==> config.mk <==
export PLATFORM = sky130hd
export DESIGN_NAME = ts_packet_pid_demux_top
export DESIGN_NICKNAME = d
export VERILOG_FILES = /design/src/rtl/tspd_pkg.sv /design/src/rtl/tspd_ram.sv /design/src/rtl/tspd_parser.sv /design/src/rtl/tspd_slot_ctrl.sv /design/src/rtl/ts_packet_pid_demux_top.sv
export SDC_FILE = /design/constraint.sdc
export NUM_CORES = 1
export LEC_CHECK = 0
export BUFFER_PORTS_ARGS = -buffer_cell sky130_fd_sc_hd__buf_2
export CAP_MARGIN = 20
export CORE_ASPECT_RATIO = 0.75
export CORE_UTILIZATION = 65
export CTS_CLUSTER_SIZE = 28
export DETAILED_ROUTE_END_ITERATION = 12
export PLACE_DENSITY = 0.93
export SYNTH_ARGS = -nofsm -noshare
export SYNTH_HDL_FRONTEND = slang
export SYNTH_SLANG_ARGS = --single-unit
export TNS_END_PERCENT = 20
==> constraint.sdc <==
create_clock -name clock -period 7.3 [get_ports clock]
set_input_delay 0.365 -clock clock [delete_from_list [all_inputs] [get_ports clock]]
set_output_delay 0.365 -clock clock [all_outputs]
set_load 0.005 [all_outputs]
==> src/rtl/tspd_pkg.sv <==
// ----------------------------------------------------------------------------
// tspd_pkg
// Shared constants, codes and types of the transport stream PID demux.
// ----------------------------------------------------------------------------
`timescale 1ns / 1ps
`default_nettype none

package tspd_pkg;

   localparam int PID_SLOTS  = 16;
   localparam int SLOT_IDX_W = (PID_SLOTS > 1) ? $clog2(PID_SLOTS) : 1;
   localparam int PKT_LEN    = 188;
   localparam int PID_W      = 13;
   localparam int CC_W       = 4;
   localparam int SLOT_W     = 4;
   localparam int ENTRY_W    = PID_W + CC_W;

   localparam logic [SLOT_IDX_W-1:0] LAST_SLOT = SLOT_IDX_W'(PID_SLOTS - 1);

   localparam logic [7:0] POS_LAST      = 8'(PKT_LEN - 1);
   localparam logic [7:0] ADAPT_MAX     = 8'(PKT_LEN - 5);
   localparam logic [7:0] ADAPT_PCR_MIN = 8'd7;

   // header byte positions
   localparam logic [7:0] POS_HDR1  = 8'd1;
   localparam logic [7:0] POS_HDR2  = 8'd2;
   localparam logic [7:0] POS_HDR3  = 8'd3;
   localparam logic [7:0] POS_ALEN  = 8'd4;
   localparam logic [7:0] POS_AFLAG = 8'd5;

   // bit positions inside header and adaptation flag bytes
   localparam int BIT_PUSI  = 6;
   localparam int BIT_ADAPT = 5;
   localparam int BIT_RAI   = 7;
   localparam int BIT_PCR   = 4;

   typedef enum logic [1:0] {
      KIND_PAYLOAD = 2'd0,
      KIND_STATUS  = 2'd1,
      KIND_EOS     = 2'd2
   } kind_type;

   typedef enum logic [2:0] {
      ST_OK         = 3'd0,
      ST_CONTINUITY = 3'd1,
      ST_NO_START   = 3'd2,
      ST_ADAPTATION = 3'd3,
      ST_TABLE_FULL = 3'd4
   } status_type;

   typedef enum logic [1:0] {
      SC_IDLE   = 2'd0,
      SC_SCAN   = 2'd1,
      SC_DECIDE = 2'd2
   } scan_state_type;

   typedef struct packed {
      kind_type          kind;
      status_type        status;
      logic [SLOT_W-1:0] slot;
      logic [PID_W-1:0]  pid;
      logic              unit_start;
      logic              random_access;
      logic              new_stream;
      logic [7:0]        payload_byte;
      logic              last_of_packet;
   } rsp_item_type;

   typedef struct packed {
      logic [PID_W-1:0] pid;
      logic             pusi;
      logic [CC_W-1:0]  cc;
      logic             rai;
   } pkt_hdr_type;

   typedef struct packed {
      logic                  done;
      logic                  fail;
      logic [SLOT_IDX_W-1:0] slot;
   } decide_type;

   // slot index to the 4-bit output field (low bits)
   function automatic logic [SLOT_W-1:0] slot_field(input logic [SLOT_IDX_W-1:0] idx);
      logic [SLOT_IDX_W+SLOT_W-1:0] wide;
      wide = {{SLOT_W{1'b0}}, idx};
      return wide[SLOT_W-1:0];
   endfunction

endpackage

`default_nettype wire

==> src/rtl/tspd_ram.sv <==
// ----------------------------------------------------------------------------
// tspd_ram
// Generic single-write, single-read RAM with registered read data.
// ----------------------------------------------------------------------------
`timescale 1ns / 1ps
`default_nettype none

module tspd_ram #(
   parameter int WIDTH = 8,
   parameter int DEPTH = 16
) (
   input  wire logic                                    clock,
   input  wire logic                                    wr_en,
   input  wire logic [((DEPTH > 1) ? $clog2(DEPTH) : 1)-1:0] wr_addr,
   input  wire logic [WIDTH-1:0]                        wr_data,
   input  wire logic [((DEPTH > 1) ? $clog2(DEPTH) : 1)-1:0] rd_addr,
   output logic      [WIDTH-1:0]                        rd_data
);

   logic [WIDTH-1:0] mem [DEPTH];

   always_ff @(posedge clock) begin
      if (wr_en) begin
         mem[wr_addr] <= wr_data;
      end
      rd_data <= mem[rd_addr];
   end

endmodule

`default_nettype wire

==> src/rtl/tspd_parser.sv <==
// ----------------------------------------------------------------------------
// tspd_parser
// Packet framing by position, header and adaptation field parsing.
// ----------------------------------------------------------------------------
`timescale 1ns / 1ps
`default_nettype none

module tspd_parser
   import tspd_pkg::*;
(
   input  wire logic         clock,
   input  wire logic         reset,
   input  wire logic         accept,
   input  wire logic         command,
   input  wire logic [7:0]   data_byte,
   input  wire decide_type   decide,
   output pkt_hdr_type       hdr,
   output logic              start,
   output logic              item_valid,
   output rsp_item_type      item
);

   logic [7:0]            pos_ff, pos_in;
   logic                  pusi_ff, pusi_in;
   logic [PID_W-1:0]      pid_ff, pid_in;
   logic [CC_W-1:0]       cc_ff, cc_in;
   logic [7:0]            adapt_ff, adapt_in;
   logic                  drop_ff, drop_in;
   logic                  rai_ff, rai_in;
   logic                  pay_on_ff, pay_on_in;
   logic [SLOT_IDX_W-1:0] pkt_slot_ff, pkt_slot_in;
   logic                  adapt_fail;

   always_comb begin
      pos_in      = pos_ff;
      pusi_in     = pusi_ff;
      pid_in      = pid_ff;
      cc_in       = cc_ff;
      adapt_in    = adapt_ff;
      drop_in     = drop_ff;
      rai_in      = rai_ff;
      pay_on_in   = pay_on_ff;
      pkt_slot_in = pkt_slot_ff;
      start       = 1'b0;
      item_valid  = 1'b0;
      item        = '0;
      adapt_fail  = 1'b0;

      if (accept && command) begin
         pos_in     = '0;
         adapt_in   = '0;
         drop_in    = 1'b0;
         pay_on_in  = 1'b0;
         item_valid = 1'b1;
         item.kind  = KIND_EOS;
      end else if (accept) begin
         pos_in = (pos_ff >= POS_LAST) ? 8'd0 : pos_ff + 8'd1;
         if (pos_ff == 8'd0) begin
            pusi_in     = 1'b0;
            pid_in      = '0;
            cc_in       = '0;
            adapt_in    = '0;
            drop_in     = 1'b0;
            rai_in      = 1'b0;
            pkt_slot_in = '0;
            pay_on_in   = 1'b0;
         end else if (drop_ff) begin
            // rest of an errored packet is discarded
         end else if (pos_ff == POS_HDR1) begin
            pusi_in             = data_byte[BIT_PUSI];
            pid_in[PID_W-1:8]   = data_byte[PID_W-9:0];
         end else if (pos_ff == POS_HDR2) begin
            pid_in[7:0] = data_byte;
         end else if (pos_ff == POS_HDR3) begin
            cc_in = data_byte[CC_W-1:0];
            start = !data_byte[BIT_ADAPT];
         end else if (pay_on_ff) begin
            item_valid          = 1'b1;
            item.kind           = KIND_PAYLOAD;
            item.slot           = slot_field(pkt_slot_ff);
            item.pid            = pid_ff;
            item.payload_byte   = data_byte;
            item.last_of_packet = (pos_ff == POS_LAST);
         end else if (pos_ff == POS_ALEN) begin
            if (data_byte > ADAPT_MAX) begin
               adapt_fail = 1'b1;
            end else if (data_byte == 8'd0) begin
               start = 1'b1;
            end else begin
               adapt_in = data_byte;
            end
         end else if (adapt_ff != 8'd0) begin
            if (pos_ff == POS_AFLAG) begin
               rai_in = data_byte[BIT_RAI];
               adapt_fail = data_byte[BIT_PCR] && (adapt_ff < ADAPT_PCR_MIN);
            end
            if (!adapt_fail) begin
               adapt_in = adapt_ff - 8'd1;
               start    = (adapt_ff == 8'd1);
            end
         end

         if (adapt_fail) begin
            drop_in     = 1'b1;
            item_valid  = 1'b1;
            item.kind   = KIND_STATUS;
            item.status = ST_ADAPTATION;
            item.pid    = pid_ff;
         end
      end

      // lookup outcome arrives while no byte is taken
      if (decide.done) begin
         if (decide.fail) begin
            drop_in = 1'b1;
         end else begin
            pay_on_in   = 1'b1;
            pkt_slot_in = decide.slot;
         end
      end
   end

   always_ff @(posedge clock) begin
      if (reset) begin
         pos_ff      <= '0;
         pusi_ff     <= 1'b0;
         pid_ff      <= '0;
         cc_ff       <= '0;
         adapt_ff    <= '0;
         drop_ff     <= 1'b0;
         rai_ff      <= 1'b0;
         pay_on_ff   <= 1'b0;
         pkt_slot_ff <= '0;
      end else begin
         pos_ff      <= pos_in;
         pusi_ff     <= pusi_in;
         pid_ff      <= pid_in;
         cc_ff       <= cc_in;
         adapt_ff    <= adapt_in;
         drop_ff     <= drop_in;
         rai_ff      <= rai_in;
         pay_on_ff   <= pay_on_in;
         pkt_slot_ff <= pkt_slot_in;
      end
   end

   assign hdr.pid  = pid_ff;
   assign hdr.pusi = pusi_ff;
   assign hdr.cc   = cc_ff;
   assign hdr.rai  = rai_ff;

endmodule

`default_nettype wire

==> src/rtl/tspd_slot_ctrl.sv <==
// ----------------------------------------------------------------------------
// tspd_slot_ctrl
// PID slot table: sequential lookup over the slot RAM, continuity check,
// unit tracking and write-back.
// ----------------------------------------------------------------------------
`timescale 1ns / 1ps
`default_nettype none

module tspd_slot_ctrl
   import tspd_pkg::*;
(
   input  wire logic         clock,
   input  wire logic         reset,
   input  wire logic         start,
   input  wire logic         eos,
   input  wire pkt_hdr_type  hdr,
   input  wire logic         out_free,
   output logic              busy,
   output logic              item_valid,
   output rsp_item_type      item,
   output decide_type        decide
);

   scan_state_type        state_ff, state_in;
   logic [SLOT_IDX_W-1:0] scan_idx_ff, scan_idx_in;
   logic                  issue_ff, issue_in;
   logic                  chk_valid_ff, chk_valid_in;
   logic [SLOT_IDX_W-1:0] chk_idx_ff, chk_idx_in;
   logic                  found_ff, found_in;
   logic                  free_found_ff, free_found_in;
   logic [SLOT_IDX_W-1:0] hit_idx_ff, hit_idx_in;
   logic [SLOT_IDX_W-1:0] free_idx_ff, free_idx_in;
   logic [CC_W-1:0]       stored_cc_ff, stored_cc_in;
   logic [PID_SLOTS-1:0]  valid_ff, valid_in;
   logic [PID_SLOTS-1:0]  open_ff, open_in;

   logic [ENTRY_W-1:0]    rd_data;
   logic [ENTRY_W-1:0]    wr_data;
   logic                  wr_en;
   logic [SLOT_IDX_W-1:0] sel;
   logic                  hit, scan_end, full, cc_bad, created, fire;

   tspd_ram #(
      .WIDTH (ENTRY_W),
      .DEPTH (PID_SLOTS)
   ) u_slot_ram (
      .clock   (clock),
      .wr_en   (wr_en),
      .wr_addr (sel),
      .wr_data (wr_data),
      .rd_addr (scan_idx_ff),
      .rd_data (rd_data)
   );

   // entry check, one slot per cycle, in the cycle after its read is issued
   assign hit = chk_valid_ff && valid_ff[chk_idx_ff]
             && (rd_data[ENTRY_W-1:CC_W] == hdr.pid);
   assign scan_end = hit || (chk_valid_ff && (chk_idx_ff == LAST_SLOT));

   // next state
   always_comb begin
      state_in = state_ff;
      case (state_ff)
         SC_IDLE:   if (start)    state_in = SC_SCAN;
         SC_SCAN:   if (scan_end) state_in = SC_DECIDE;
         SC_DECIDE: if (out_free) state_in = SC_IDLE;
         default:   state_in = SC_IDLE;
      endcase
   end

   // outputs: decision and write-back
   always_comb begin
      created    = !found_ff;
      sel        = found_ff ? hit_idx_ff : free_idx_ff;
      full       = !found_ff && !free_found_ff;
      cc_bad     = found_ff && (CC_W'(stored_cc_ff + 1'b1) != hdr.cc);
      fire       = (state_ff == SC_DECIDE) && out_free;
      busy       = (state_ff != SC_IDLE);
      wr_en      = fire && !full && !cc_bad;
      wr_data    = {hdr.pid, hdr.cc};
      item_valid = fire;
      item       = '0;
      item.kind  = KIND_STATUS;
      item.pid   = hdr.pid;
      decide     = '0;
      decide.done = fire;
      decide.slot = sel;

      if (full) begin
         item.status = ST_TABLE_FULL;
         decide.fail = 1'b1;
      end else if (cc_bad) begin
         item.status = ST_CONTINUITY;
         item.slot   = slot_field(sel);
         decide.fail = 1'b1;
      end else if (!hdr.pusi && (created || !open_ff[sel])) begin
         item.status     = ST_NO_START;
         item.slot       = slot_field(sel);
         item.new_stream = created;
         decide.fail     = 1'b1;
      end else begin
         item.status        = ST_OK;
         item.slot          = slot_field(sel);
         item.unit_start    = hdr.pusi;
         item.random_access = hdr.pusi && hdr.rai;
         item.new_stream    = created;
      end
   end

   // scan bookkeeping and flag updates
   always_comb begin
      scan_idx_in   = scan_idx_ff;
      issue_in      = issue_ff;
      chk_valid_in  = 1'b0;
      chk_idx_in    = chk_idx_ff;
      found_in      = found_ff;
      free_found_in = free_found_ff;
      hit_idx_in    = hit_idx_ff;
      free_idx_in   = free_idx_ff;
      stored_cc_in  = stored_cc_ff;
      valid_in      = valid_ff;
      open_in       = open_ff;

      if (state_ff == SC_IDLE && start) begin
         scan_idx_in   = '0;
         issue_in      = 1'b1;
         found_in      = 1'b0;
         free_found_in = 1'b0;
      end

      if (state_ff == SC_SCAN) begin
         if (issue_ff) begin
            chk_valid_in = 1'b1;
            chk_idx_in   = scan_idx_ff;
            if (scan_idx_ff == LAST_SLOT) begin
               issue_in = 1'b0;
            end else begin
               scan_idx_in = SLOT_IDX_W'(scan_idx_ff + 1'b1);
            end
         end
         if (hit) begin
            found_in     = 1'b1;
            hit_idx_in   = chk_idx_ff;
            stored_cc_in = rd_data[CC_W-1:0];
         end else if (chk_valid_ff && !valid_ff[chk_idx_ff] && !free_found_ff) begin
            free_found_in = 1'b1;
            free_idx_in   = chk_idx_ff;
         end
      end

      if (wr_en) begin
         valid_in[sel] = 1'b1;
         if (hdr.pusi) begin
            open_in[sel] = 1'b1;
         end else if (created) begin
            open_in[sel] = 1'b0;
         end
      end

      if (eos) begin
         open_in = '0;
      end
   end

   always_ff @(posedge clock) begin
      if (reset) begin
         state_ff      <= SC_IDLE;
         scan_idx_ff   <= '0;
         issue_ff      <= 1'b0;
         chk_valid_ff  <= 1'b0;
         chk_idx_ff    <= '0;
         found_ff      <= 1'b0;
         free_found_ff <= 1'b0;
         valid_ff      <= '0;
         open_ff       <= '0;
      end else begin
         state_ff      <= state_in;
         scan_idx_ff   <= scan_idx_in;
         issue_ff      <= issue_in;
         chk_valid_ff  <= chk_valid_in;
         chk_idx_ff    <= chk_idx_in;
         found_ff      <= found_in;
         free_found_ff <= free_found_in;
         valid_ff      <= valid_in;
         open_ff       <= open_in;
      end
   end

   always_ff @(posedge clock) begin
      hit_idx_ff   <= hit_idx_in;
      free_idx_ff  <= free_idx_in;
      stored_cc_ff <= stored_cc_in;
   end

endmodule

`default_nettype wire

==> src/rtl/ts_packet_pid_demux_top.sv <==
// ----------------------------------------------------------------------------
// ts_packet_pid_demux_top
// Transport stream PID demultiplexer: header/adaptation parsing, PID slot
// table with continuity check, status and tagged payload stream out.
// ----------------------------------------------------------------------------
// Bytes are framed into 188-byte packets purely by position (no sync check).
// Each request carries one stream byte (req_tuser = 0) or an end-of-stream
// command (req_tuser = 1) that closes all open units and restarts framing.
// Ordinary bytes are accepted back to back while the output register is free.
// The byte that completes the header or adaptation field starts a PID lookup,
// once per packet: the slot RAM has one read port with registered read data
// and is walked one entry per cycle until the PID hits or the last entry is
// checked, and req_tready stays low from that byte until the status has been
// taken into the output register, also while the response side stalls. Every
// packet yields one status response before its payload; an errored packet
// yields only its status and the rest is dropped. Responses sit in a single
// output register that accepts the next request in the cycle it is drained.
// No clearing pass is needed after reset.
// ----------------------------------------------------------------------------
`timescale 1ns / 1ps
`default_nettype none

module ts_packet_pid_demux_top
   import tspd_pkg::*;
(
   input  wire logic        clock,
   input  wire logic        reset,
   // request channel
   input  wire logic        req_tvalid,
   output logic             req_tready,
   input  wire logic [7:0]  req_tdata,   // [7:0] data_byte
   input  wire logic        req_tuser,   // [0] command
   // response channel
   output logic             rsp_tvalid,
   input  wire logic        rsp_tready,
   output logic [31:0]      rsp_tdata,   // [2:0] status, [6:3] slot,
                                         // [19:7] packet_pid, [20] unit_start,
                                         // [21] random_access, [22] new_stream,
                                         // [30:23] payload_byte, [31] zero
   output logic [1:0]       rsp_tuser,   // [1:0] kind
   output logic             rsp_tlast    // last_of_packet
);

   logic         accept;
   logic         out_free;
   logic         busy;
   logic         start;
   pkt_hdr_type  hdr;
   decide_type   decide;
   logic         p_item_valid, s_item_valid;
   rsp_item_type p_item, s_item;

   logic         rsp_valid_ff, rsp_valid_in;
   rsp_item_type rsp_item_ff, rsp_item_in;

   // output register is free when empty or drained this cycle
   assign out_free   = !rsp_valid_ff || rsp_tready;
   // bytes are held off while a lookup is in flight
   assign req_tready = !busy && out_free;
   assign accept     = req_tvalid && req_tready;

   tspd_parser u_parser (
      .clock      (clock),
      .reset      (reset),
      .accept     (accept),
      .command    (req_tuser),
      .data_byte  (req_tdata),
      .decide     (decide),
      .hdr        (hdr),
      .start      (start),
      .item_valid (p_item_valid),
      .item       (p_item)
   );

   tspd_slot_ctrl u_slot_ctrl (
      .clock      (clock),
      .reset      (reset),
      .start      (start),
      .eos        (accept && req_tuser),
      .hdr        (hdr),
      .out_free   (out_free),
      .busy       (busy),
      .item_valid (s_item_valid),
      .item       (s_item),
      .decide     (decide)
   );

   // parser and slot table never produce in the same cycle
   always_comb begin
      rsp_valid_in = rsp_valid_ff;
      rsp_item_in  = rsp_item_ff;
      if (p_item_valid) begin
         rsp_valid_in = 1'b1;
         rsp_item_in  = p_item;
      end else if (s_item_valid) begin
         rsp_valid_in = 1'b1;
         rsp_item_in  = s_item;
      end else if (rsp_tready) begin
         rsp_valid_in = 1'b0;
      end
   end

   always_ff @(posedge clock) begin
      if (reset) begin
         rsp_valid_ff <= 1'b0;
      end else begin
         rsp_valid_ff <= rsp_valid_in;
      end
   end

   always_ff @(posedge clock) begin
      rsp_item_ff <= rsp_item_in;
   end

   assign rsp_tvalid = rsp_valid_ff;
   assign rsp_tuser  = rsp_item_ff.kind;
   assign rsp_tlast  = rsp_item_ff.last_of_packet;
   assign rsp_tdata  = {1'b0,
                        rsp_item_ff.payload_byte,
                        rsp_item_ff.new_stream,
                        rsp_item_ff.random_access,
                        rsp_item_ff.unit_start,
                        rsp_item_ff.pid,
                        rsp_item_ff.slot,
                        rsp_item_ff.status};

endmodule

`default_nettype wire

# Yosys cells after proc, flatten, opt, wreduce, memory -nomap -nowiden
# Memory sizes are Yosys's and may differ from the RTL's. A register that Yosys moved wholly into a read port is not among the register bits.
# Cells that the tools add are included.
[totals]
input_bits = 13
out_inout_bits = 37
ramBits = 272
regBits = 134
elab_cells = 291
n_memories = 1
[classes]
n_lt_le_gt_ge = 6
n_eq_ne = 26
reduce_logical = 56
n_mux = 159
n_bitwise = 7
addsub = 4
[memory_table]
columns = ["name", "words", "width", "read_ports", "rd_ports_with_merged_regs", "write_ports", "line", "source"]
rows = [
  ["u_slot_ctrl.u_slot_ram.mem", 16, 17, 1, 1, 1, "tspd_ram.sv:20", "logic [WIDTH-1:0] mem [DEPTH];"],
]
[ops]
columns = ["op", "count"]
rows = [
  ["8-bit two-way mux", 14],
  ["17-bit two-way mux", 6],
  ["1-bit two-way mux", 90],
  ["9-bit two-way mux", 8],
  ["34-bit two-way mux", 2],
  ["4-bit two-way mux", 17],
  ["13-bit two-way mux", 3],
  ["16-bit two-way mux", 2],
  ["16-bit OR", 2],
  ["22-bit two-way mux", 1],
  ["20-bit two-way mux", 1],
  ["10-bit AND reduction", 2],
  ["1-bit logical AND", 18],
  ["16-bit bitwise AND", 1],
  ["8-bit by 1-bit == test with 1-bit output, second input constant", 2],
  ["8-bit by 2-bit == test with 1-bit output, second input constant", 2],
  ["8-bit by 3-bit == test with 1-bit output, second input constant", 2],
  ["8-bit logical NOT", 2],
  ["16-bit NOT", 1],
  ["2-bit nonzero test", 7],
  ["13-bit == test", 1],
  ["2-bit by 1-bit inequality test with 1-bit output, second input constant", 6],
  ["1-bit logical NOT", 10],
  ["4-bit by 5-bit < comparator with 1-bit output, second input constant", 2],
  ["34 further kinds", 56],
]

# Logic depth before layout (Yosys ltp)
[depth]
word_depth = 29
ltp_mapped = 10

# Hierarchy
# From an unflattened synthesis, not the netlist that was laid out.
[hier_totals]
cells_unflattened = 1198
hier_area_um2 = 18098.6
[by_module_without_submodules]
columns = ["mod", "cells_per_inst", "n_inst", "area_per_inst_um2", "seq_area_each_um2"]
rows = [
  ["tspd_ram", 458, 1, 10637.7, 8508.2],
  ["tspd_slot_ctrl", 338, 1, 3181.8, 1281.2],
  ["tspd_parser", 319, 1, 2620.0, 820.8],
  ["ts_packet_pid_demux_top", 83, 1, 1659.1, 1041.0],
]

# Worst setup path after synthesis
# Ideal clock, no wire load.
[synth_timing]
path_kind = "register to register"
start = "reg u_parser.adapt_ff[4]"
end = "reg rsp_item_ff (netlist bit rsp_tdata[0]) (enable)"
period_less_slack_ns = 3.010
path_stages_with_launch = 8
setup_time_ns = 0.386
slack_ns = 4.290
n_path_buf = 0
t_arrival_ns = 2.624
required_ns = 6.914
cell_sequence = "dfxtp_1 > or4_1 > a2111oi_1 > a32o_1 > o21a_1 > o21ai_0 > and2_1 > inv_1"
[synth_between]
elab_chain_cells = 27
[synth_lines]
columns = ["element", "line", "source"]
rows = [
  ["start: declaration", "tspd_parser.sv:27", "logic [7:0] adapt_ff, adapt_in;"],
  ["start signal: assignment", "tspd_parser.sv:139", "adapt_ff <= adapt_in;"],
  ["8-bit by 3-bit < comparator with 1-bit output", "tspd_parser.sv:95", "adapt_fail = data_byte[BIT_PCR] && (adapt_ff < ADAPT_PCR_MIN);"],
  ["1-bit logical AND", "tspd_parser.sv:95", ""],
  ["1-bit two-way mux", "tspd_parser.sv:93", "if (pos_ff == POS_AFLAG) begin"],
  ["1-bit two-way mux", "tspd_parser.sv:92", "end else if (adapt_ff != 8'd0) begin"],
  ["1-bit two-way mux", "tspd_parser.sv:84", "end else if (pos_ff == POS_ALEN) begin"],
  ["1-bit two-way mux", "tspd_parser.sv:77", "end else if (pay_on_ff) begin"],
  ["1-bit two-way mux", "tspd_parser.sv:74", "end else if (pos_ff == POS_HDR3) begin"],
  ["1-bit two-way mux", "tspd_parser.sv:72", "end else if (pos_ff == POS_HDR2) begin"],
  ["(+11 left out)", "n/a", ""],
  ["1-bit two-way mux (*)", "tspd_parser.sv:67", "end else if (drop_ff) begin"],
  ["1-bit two-way mux (*)", "tspd_parser.sv:58", "if (pos_ff == 8'd0) begin"],
  ["1-bit two-way mux (*)", "tspd_parser.sv:56", "end else if (accept) begin"],
  ["1-bit two-way mux (*)", "tspd_parser.sv:49", "if (accept && command) begin"],
  ["1-bit two-way mux (*)", "tspd_parser.sv:103", "if (adapt_fail) begin"],
  ["1-bit two-way mux (*)", "tspd_parser.sv:56", ""],
  ["1-bit two-way mux (*)", "tspd_parser.sv:49", ""],
  ["2-bit nonzero test (no source line) (*)", "n/a", ""],
  ["end signal: assignment", "ts_packet_pid_demux_top.sv:112", "rsp_item_ff <= rsp_item_in;"],
  ["end: declaration", "ts_packet_pid_demux_top.sv:54", "rsp_item_type rsp_item_ff, rsp_item_in;"],
]
# Every way passes the cells marked *; elsewhere a longest branch is shown, timed or not. The select of a mux whose other input is x is not followed.
# A chain may end at the register's enable or synchronous reset.

==> flow_metrics.tcl <==
set metrics [dict create \
    post-route-min-period_ps 3920 \
    wire_per_inst_um 28.4 \
    gr-usage-all-layers 0.323 \
    cp_num_buf_inv 1 \
    synth_top_area_share 0.560 \
    seqPwrFrac 0.550 \
    synth-main-ff-cell "edfxtp_1" \
    fin_crit_sh 0.537 \
    power.density_mw_per_mm2 249 \
    synth_area_per_cell_um2 15.5 \
    antenna_cells 0 \
    area_growth_pct 11.7 \
    initial_core_util 0.670 \
    critPathRequiredTime_ps 7750 \
    tightestPinTransition_ps 1170 \
    dp_hpwl_um 26800 \
    drt_pass1_iterations 6 \
    grt_pass1_vias 10200 \
    via_count 10800 \
    min_path_type "in -> reg" \
    min_path_cells 4 \
    drive_gt1_frac 0.211 \
    postCtsSetupBuffers 0 \
    synth_nets 1109 \
    synth-seq-cells 423 \
    max_cap_viol_count 0 \
    finalSetupViolations 0 \
    grt_max_degree 57 \
    synth_area_leader_cell "edfxtp_1" \
    synth_area_mm2 0.0169 \
    yosysSeqAreaShare 0.688 \
    synth-async-reset-ratio 0 \
    dp.cells 1430 \
    place_area_mm2 0.0175 \
    p_int_mw 3.72 \
    io_buffers 48 \
    clock_skew_ps 19.7 \
    synth_top_cells_by_area "edfxtp_1 56%, dfxtp_1 13%, mux4_2 12%" \
    syn_inst 1087 \
    clkLatencyLatePin_ps 540 \
    synth_edf_count 315 \
    antenna_found_initial 1 \
    crit_arrival_ps 4370 \
    ir_worst_vdd_mv 0.225 \
    outcome "completed" \
    cts_resized 0 \
    cts_tree "done" \
    reg2reg_depth 8 \
    slew_violations 0 \
    cp.depth 8 \
    startpoint "u_parser.cc_ff[3]" \
    finish.instance_area_mm2 0.0189 \
    htreeDepth 2 \
    grt_remaining_overflow 0 \
    final_nets 1163 \
    fp.coreArea_mm2 0.0252 \
    clock_sinks 423 \
    path_cells "xor2_1 > xnor2_1 > nor4_1 > a31oi_2 > buf_4 > nor2_1 > nand3_1 > a21oi_1" \
    power_frac_clock 0.425 \
    ioPinCount 50 \
    cp_slowest_cell "nor2_1" \
    p_comb_frac 0.025 \
    max_stage_delay_ps 790 \
    cp_top_family "simple AND/OR/NAND/NOR gates" \
    end_kind "register" \
    layout_common_cells "315 x edfxtp_1, 106 x dfxtp_1, 90 x mux4_2" \
    die_area_mm2 0.0266 \
    via_per_inst 7.12 \
    clk_path_buf_depth 3 \
    slew_headroom 0.222 \
    antenna_left 0 \
    reg2reg_slack_ps 3380 \
    switching_share 0.205 \
    cts-buffers-inserted 39 \
    core.rowCount 50 \
    yosysWarnings 0 \
    hold_violations 0 \
    gp_congestion 0.952 \
    r2r-start "u_parser.cc_ff[3]" \
    critPathKind "reg -> reg" \
    tns_ps 0 \
    die_y_um 142 \
    remaining_drc_errors 0 \
    stdcell_count 1510 \
    grt_pass1_wl_um 63400 \
    crit_fanout 18 \
    clock.fmax_mhz 255 \
    clk_pin_slew_worst_paths_ps 60 \
    start_kind "register" \
    die_x_um 188 \
    dr.first_iter.drc_count 1977 \
    rsz0062_at_grt "no" \
    switchingPower_uw 962 \
    wirelength_um 42900 \
    p_leak_nw 6.06 \
    root_buffer "clkbuf_16" \
    yosys.cell_types.count 65 \
    final_common_cell "edfxtp_1" \
    holdBufCountCts 0 \
]
-- cells in the mapped netlist, drive strengths merged, types with 9 or more instances --
master / n
nor2b: 13
ha: 9
a31oi: 9
nand2: 64
buf: 11
and2: 18
mux4: 90
xnor2: 23
edfxtp: 315
inv: 16
dfxtp: 108
nor4: 10
nor2: 106
o21ai: 32
clkbuf: 44
and3: 14
nand3: 26
a21oi: 40
o22ai: 10
a22oi: 16
-- power by group through the flow --
stage          clock, mW  sequential (mW)  combinational, mW
2_1_floorplan          0             2.63             0.0716
3_3_place_gp           0             2.63              0.104
3_5_place_dp           0             2.63              0.109
4_1_cts             1.99             2.58              0.112
5_1_grt             2.08             2.58              0.124
6_report            1.99             2.58              0.117
-- state kept, by name (all words and copies together) (netlist names), 2 cells and up, named ones only --
register / cells
rsp_tdata: 31
rsp_tuser: 2
u_parser.adapt_ff: 8
u_parser.cc_ff: 4
u_parser.pid_ff: 13
u_parser.pkt_slot_ff: 4
u_parser.pos_ff: 8
u_slot_ctrl.chk_idx_ff: 4
u_slot_ctrl.free_idx_ff: 4
u_slot_ctrl.hit_idx_ff: 4
u_slot_ctrl.scan_idx_ff: 4
u_slot_ctrl.state_ff: 2
u_slot_ctrl.stored_cc_ff: 4
u_slot_ctrl.u_slot_ram.mem: 272
u_slot_ctrl.u_slot_ram.rd_data: 17
u_slot_ctrl.valid_ff: 16
-- layer usage --
layer  track usage  vias up  routed length, um
met5             0        -                  0
met4        0.0976        0               1610
met3        0.0690      152               5420
met2         0.482      932              19400
met1         0.485     5336              16500
li1              -     4331                  -
-- worst register-to-register path: stages (launching register included) --
cell	delay [ps]
dfxtp_1	750
xor2_1	290
xnor2_1	130
nor4_1	630
a31oi_2	430
buf_4	350
nor2_1	790
nand3_1	240
a21oi_1	230
-- cell families after synthesis --
kind of cell    Yosys count  synth area share
compound gates          154            0.0603
flops                   423             0.688
mux                      95             0.123
buf+inv                  71            0.0162
other cells               1          0.000222
simple gates            304            0.0896
xor+xnor                 30            0.0156
fa+ha+maj                 9           0.00667
-- worst min path at each step --
stage / start / to / slack [ps]
floorplan: u_slot_ctrl.u_slot_ram.rd_data[0] / u_slot_ctrl.stored_cc_ff[0] / 390
global placement: u_slot_ctrl.u_slot_ram.rd_data[2] / u_slot_ctrl.stored_cc_ff[2] / 400
detailed placement: u_slot_ctrl.u_slot_ram.rd_data[2] / u_slot_ctrl.stored_cc_ff[2] / 390
CTS: rsp_tready / u_slot_ctrl.state_ff[1] / 200
global route: req_tuser / rsp_tuser[1] / 250
finish: rsp_tready / u_slot_ctrl.state_ff[1] / 220
-- layout make-up --
cell class	count	area, um2
flip-flops and latches	423	11600
multi-input cells	593	5030
repair buffers	68	473
well taps	338	423
fillers	1346	6360
clock inverters	13	96.3
clock buffers	59	1140
inverters	16	60.1
-- metrics by stage --
step / util / setup WS [ps] / hold WS (ps) / total power, mW
4_1_cts: 0.743 / 3640 / 196 / 4.68
5_1_grt: 0.748 / 3290 / 245 / 4.78
6_report: 0.748 / 3380 / 219 / 4.69
3_5_place_dp: 0.694 / 3790 / 391 / 2.74
2_1_floorplan: - / 4290 / 386 / 2.70
3_3_place_gp: 0.693 / 3820 / 401 / 2.73
Note: power is estimated with default switching activity, not from simulation.
